File: src/design/ucf_pkg.sv
`default_nettype none
package ucf_pkg;
	typedef struct packed {
		logic       cmd;
		logic [5:0] node_a;
		logic [5:0] node_b;
	} req_t;

	typedef struct packed {
		logic [1:0] status;
		logic [5:0] vertex;
		logic       last;
	} res_t;

	localparam logic [1:0] ST_CYCLE = 2'd0;
	localparam logic [1:0] ST_NONE  = 2'd1;
	localparam logic [1:0] ST_LOST  = 2'd2;

	typedef enum logic [3:0] {
		OP_NOP,
		OP_CLEAR,
		OP_CHECK_RD,
		OP_CHECK,
		OP_SEED,
		OP_POP_RD,
		OP_POP,
		OP_SCAN_RD,
		OP_SCAN,
		OP_UP,
		OP_DN,
		OP_TRIM,
		OP_EMIT_UP,
		OP_EMIT_DN
	} op_t;

	typedef struct packed {
		op_t op;
	} cmd_t;

	typedef struct packed {
		logic edges_done;
		logic bad_edge;
		logic visited_s;
		logic nodes_done;
		logic queue_empty;
		logic found;
		logic walk_done;
		logic trim_done;
		logic emit_done;
		logic [5:0] cu;
	} sts_t;
endpackage
`default_nettype wire

File: src/design/ucf_ctrl.sv
`default_nettype none
module ucf_ctrl import ucf_pkg::*; (
	input  wire logic clk,
	input  wire logic arst_n,
	input  wire logic go,
	input  wire logic lost,
	input  sts_t      sts,
	output cmd_t      cmd,
	output logic      busy,
	output logic      done_fire,
	output res_t      done_res
);
	typedef enum logic [3:0] {
		S_IDLE, S_CHKRD, S_CHK, S_SEED, S_POPRD, S_POP, S_SCANRD, S_SCAN,
		S_UP, S_DN, S_TRIM, S_EUP, S_EDN, S_CLEAR
	} state_t;
	state_t state_q;

	always_comb begin
		cmd.op = OP_NOP;
		unique case (state_q)
			S_CHKRD:  cmd.op = OP_CHECK_RD;
			S_CHK:    cmd.op = OP_CHECK;
			S_SEED:   cmd.op = OP_SEED;
			S_POPRD:  cmd.op = OP_POP_RD;
			S_POP:    cmd.op = OP_POP;
			S_SCANRD: cmd.op = OP_SCAN_RD;
			S_SCAN:   cmd.op = OP_SCAN;
			S_UP:     cmd.op = OP_UP;
			S_DN:     cmd.op = OP_DN;
			S_TRIM:   cmd.op = OP_TRIM;
			S_EUP:    cmd.op = OP_EMIT_UP;
			S_EDN:    cmd.op = OP_EMIT_DN;
			S_CLEAR:  cmd.op = OP_CLEAR;
			default:  cmd.op = OP_NOP;
		endcase
	end

	assign busy = (state_q != S_IDLE);

	always_ff @(posedge clk or negedge arst_n) begin
		if (!arst_n) begin
			state_q   <= S_IDLE;
			done_fire <= 1'b0;
			done_res  <= '0;
		end else begin
			done_fire <= 1'b0;
			unique case (state_q)
				S_IDLE: if (go) begin
					if (lost) begin
						done_fire <= 1'b1;
						done_res  <= '{ST_LOST, 6'd0, 1'b1};
						state_q   <= S_CLEAR;
					end else state_q <= S_CHKRD;
				end
				S_CHKRD: state_q <= sts.edges_done ? S_SEED : S_CHK;
				S_CHK: begin
					if (sts.bad_edge) begin
						done_fire <= 1'b1;
						done_res  <= '{ST_LOST, 6'd0, 1'b1};
						state_q   <= S_CLEAR;
					end else state_q <= S_CHKRD;
				end
				S_SEED: begin
					if (sts.nodes_done) begin
						done_fire <= 1'b1;
						done_res  <= '{ST_NONE, 6'd0, 1'b1};
						state_q   <= S_CLEAR;
					end else if (!sts.visited_s) state_q <= S_POPRD;
				end
				S_POPRD: state_q <= S_POP;
				S_POP: state_q <= sts.queue_empty ? S_SEED : S_SCANRD;
				S_SCANRD: state_q <= sts.edges_done ? S_POPRD : S_SCAN;
				S_SCAN: state_q <= sts.found ? S_UP : S_SCANRD;
				S_UP: if (sts.walk_done) state_q <= S_DN;
				S_DN: if (sts.walk_done) state_q <= S_TRIM;
				S_TRIM: if (sts.trim_done) state_q <= S_EUP;
				S_EUP: if (sts.emit_done) state_q <= S_EDN;
				S_EDN: if (sts.emit_done) begin
					done_fire <= 1'b1;
					done_res  <= '{ST_CYCLE, sts.cu, 1'b1};
					state_q   <= S_CLEAR;
				end
				S_CLEAR: if (sts.walk_done) state_q <= S_IDLE;
				default: state_q <= S_IDLE;
			endcase
		end
	end
endmodule
`default_nettype wire

File: config.mk
export PLATFORM = sky130hd
export DESIGN_NAME = ucf_ctrl
export DESIGN_NICKNAME = d
export VERILOG_FILES = /design/src/design/ucf_pkg.sv /design/src/design/ucf_ctrl.sv
export SDC_FILE = /design/constraint.sdc
export NUM_CORES = 1
export LEC_CHECK = 0
export BUFFER_PORTS_ARGS = -buffer_cell sky130_fd_sc_hd__buf_2
export CAP_MARGIN = 15
export CORE_MARGIN = 2
export CORE_UTILIZATION = 30
export DETAILED_ROUTE_END_ITERATION = 8
export PLACE_DENSITY_LB_ADDON = 0.08
export SYNTH_ARGS = -nofsm -noshare
export SYNTH_HDL_FRONTEND = slang
export SYNTH_SLANG_ARGS = --single-unit
export TNS_END_PERCENT = 20
File: constraint.sdc
create_clock -name clk -period 1.9 [get_ports clk]
set_clock_uncertainty 0.05 [all_clocks]
set_input_delay 0.19 -clock clk [delete_from_list [all_inputs] [get_ports clk]]
set_output_delay 0.19 -clock clk [all_outputs]
set_load 0.1 [all_outputs]
==> results.yml <==
run_status:
  outcome: "finished, final reports clean"
cells_and_area:
  seq_area_um2: 352.8
  antenna_cells: 0
  design_area_mm2: 0.001740
  num-nets-final: 200
  fillers: 345
  drive_gt1_frac: 0.5371
  multi_input_comb_area_um2: 777.0
  syn_to_final_growth_pct: 63.26
worst_setup_path:
  cp-end-kind: "register"
  ff2ff_path_depth: 8
  crit_type: "reg -> reg"
  rrSetupSlack_ns: 0.03
  rr_startpoint: "state_q[0]"
  crit_end: "state_q[1]"
  worstSetupStartpoint: "state_q[0]"
  arrival_ns: 2.02
  critPathLaunchType: "register"
  worst_r2r_endpoint: "state_q[1]"
  crit_required_ns: 2.05
  path_max_fanout: 5
floorplan:
  initial_core_util: 0.3170
  die_h_um: 63.61
  die_area_mm2: 0.004046
  fp.dieW_um: 63.61
  num_rows: 21
  core_mm2: 0.003363
  ioPinCount: 34
logic_synthesis:
  synthTopCellsByCount: "14 x dfrtp_1, 14 x inv_1, 11 x nand2_1"
  synth_nets: 144
  netlist.area_leader.share: 0.3286
  syn_inst: 120
  ys_seq_area_frac: 0.3286
  synth_top_area_cell: "dfrtp_1"
  synthTopCellsByArea: "dfrtp_1 33%, mux2i_1 9.4%, ha_1 5.9%"
  syn_area_per_cell_um2: 8.884
  synthArstFlopShare: 1.000
  syn_area_mm2: 0.001066
  ys_types: 42
  ys.flop_type: "dfrtp_1"
  synth-edff-count: 0
  ys_warn_count: 0
  synth_seq_cells: 14
sta:
  fmax_mhz: 534.8
  worst_slew_pin_slew_ns: 0.4872
  finalSetupViolCount: 0
  hold_viol_final: 0
  setup_tns_ns: 0
  fin_crit_ns: 1.870
  rsz0062_at_grt: "yes"
  whs_ns: 0.08532
  maxSlewHeadroom: 0.6774
  finalCritPeriodShare: 0.9842
  report.final.slew_viol_count: 0
  timing.final.ws_setup_ns: 0.03004
worst_hold_path:
  hold_class: "in -> reg"
cts:
  path_clk_slew_ns: 0.10
  cts-root-buf: "clkbuf_4"
  cts_tree: "built"
  h-tree-depth: 1
  clock_path_buffers: 2
  cts_buffers: 3
  cts.sinks: 14
  clock_latency_ns: 0.28
drt:
  num_vias: 1066
  drtAntennaViolNets: 0
  drc: 0
  via_per_inst: 4.824
  avgRoutedWirePerCell_um: 13.76
  drt_pass1_iterations: 5
  routed_wl_mm: 3.041
  drt_iter0_drc: 41
placement:
  io_buffers: 33
  placed_area_mm2: 0.001495
  dp_slack_ns: -0.04254
  place_congestion: 0.8475
  hpwl_mm: 2.266
grt:
  grt_pass1_wl_mm: 4.981
  antenna_found_initial: 0
  grtUsageTotal: 0.1558
  grt_overflow: 0
  grt_pass1_vias: 1066
  grt_start_max_net_pins: 16
run:
  drv_cap: 0
-- state kept, by name, summed over array words and instances, names as in the netlist --
name	flops
done_res	9
state_q	4
done_fire	1
-- worst min-delay path by stage --
| stage | to | startpoint | cells after the start | slack [ns] |
|---|---|---|---|---|
| global placement | done_res[2] | arst_n | 1 | 0.06 |
| global route | done_res[5] | sts[4] | 3 | 0.09 |
| floorplan | done_fire | arst_n | 0 | -0.16 |
| CTS | done_res[6] | sts[5] | 3 | 0.08 |
| detailed placement | done_res[2] | arst_n | 1 | 0.07 |
| finish | done_res[6] | sts[5] | 3 | 0.09 |
-- metrics by stage --
step / util / cells
after floorplan: - / 120
after CTS: 0.4788 / 219
after global routing: 0.5175 / 221
after global placement: 0.4446 / 210
after detailed placement: 0.4446 / 210
final: 0.5175 / 221
-- cells by family after synthesis --
| family | count (synthesis) | synth area share |
|---|---|---|
| and+or+nand+nor | 34 | 0.1843 |
| AOI/OAI and AO/OA | 31 | 0.2089 |
| buffers and inverters | 23 | 0.09037 |
| DFF | 14 | 0.3286 |
| muxes | 13 | 0.1291 |
| adders and majority gates | 5 | 0.05869 |
-- cells in the final DEF (no fill, tap or decap), types with 3 or more instances in the layout --
master    Yosys  routed
inv_1        14      11
nand4_1       3       3
mux2i_1      10       8
inv_2         0       3
nor2_1        4       3
nand3b_1      3       3
clkbuf_4      0       3
dfrtp_1      14      12
o21ai_0       8       5
nand2_1      11      11
buf_2         5      28
buf_12        0       5
buf_4         1      21
ha_4          0       4
buf_6         0       5
-- layout make-up --
cell class	instances	share of cell area
Clock buffer	4	0.02085
Inverter	14	0.03019
Multi-Input combinational cell	83	0.4464
Sequential cell	14	0.2027
Tap cell	46	0.03307
Timing Repair Buffer	60	0.2667
-- critical path, stage by stage, from the launching register on --
cell	delay, ns
dfrtp_1	0.43
inv_2	0.10
ha_4	0.17
buf_4	0.15
mux2i_2	0.17
nor3_2	0.08
nor4_4	0.22
buf_4	0.20
mux2i_2	0.21
-- routing by layer --
metal  vias to the layer above  GRT usage  share of wire
met4                         0    0.03261         0.0043
met5                         -          0              0
met2                        22     0.2513           0.49
met3                         2    0.04464          0.038
met1                       504     0.2069           0.47
li1                        538          -              -
-- repair_timing --
| item | in CTS | in global routing |
|---|---|---|
| resized for setup | 15 | 25 |
| endpoints found under the hold margin | 14 | 0 |
| pin swaps | 4 | 8 |
| endpoints found under the setup margin | 13 | 15 |
| hold buffers | 1 | 0 |
| buffers inserted | 4 | 2 |
Power is left out: the tool's default activity adds up to more than one toggle a clock period on the data nets, which glitch-free logic cannot reach.
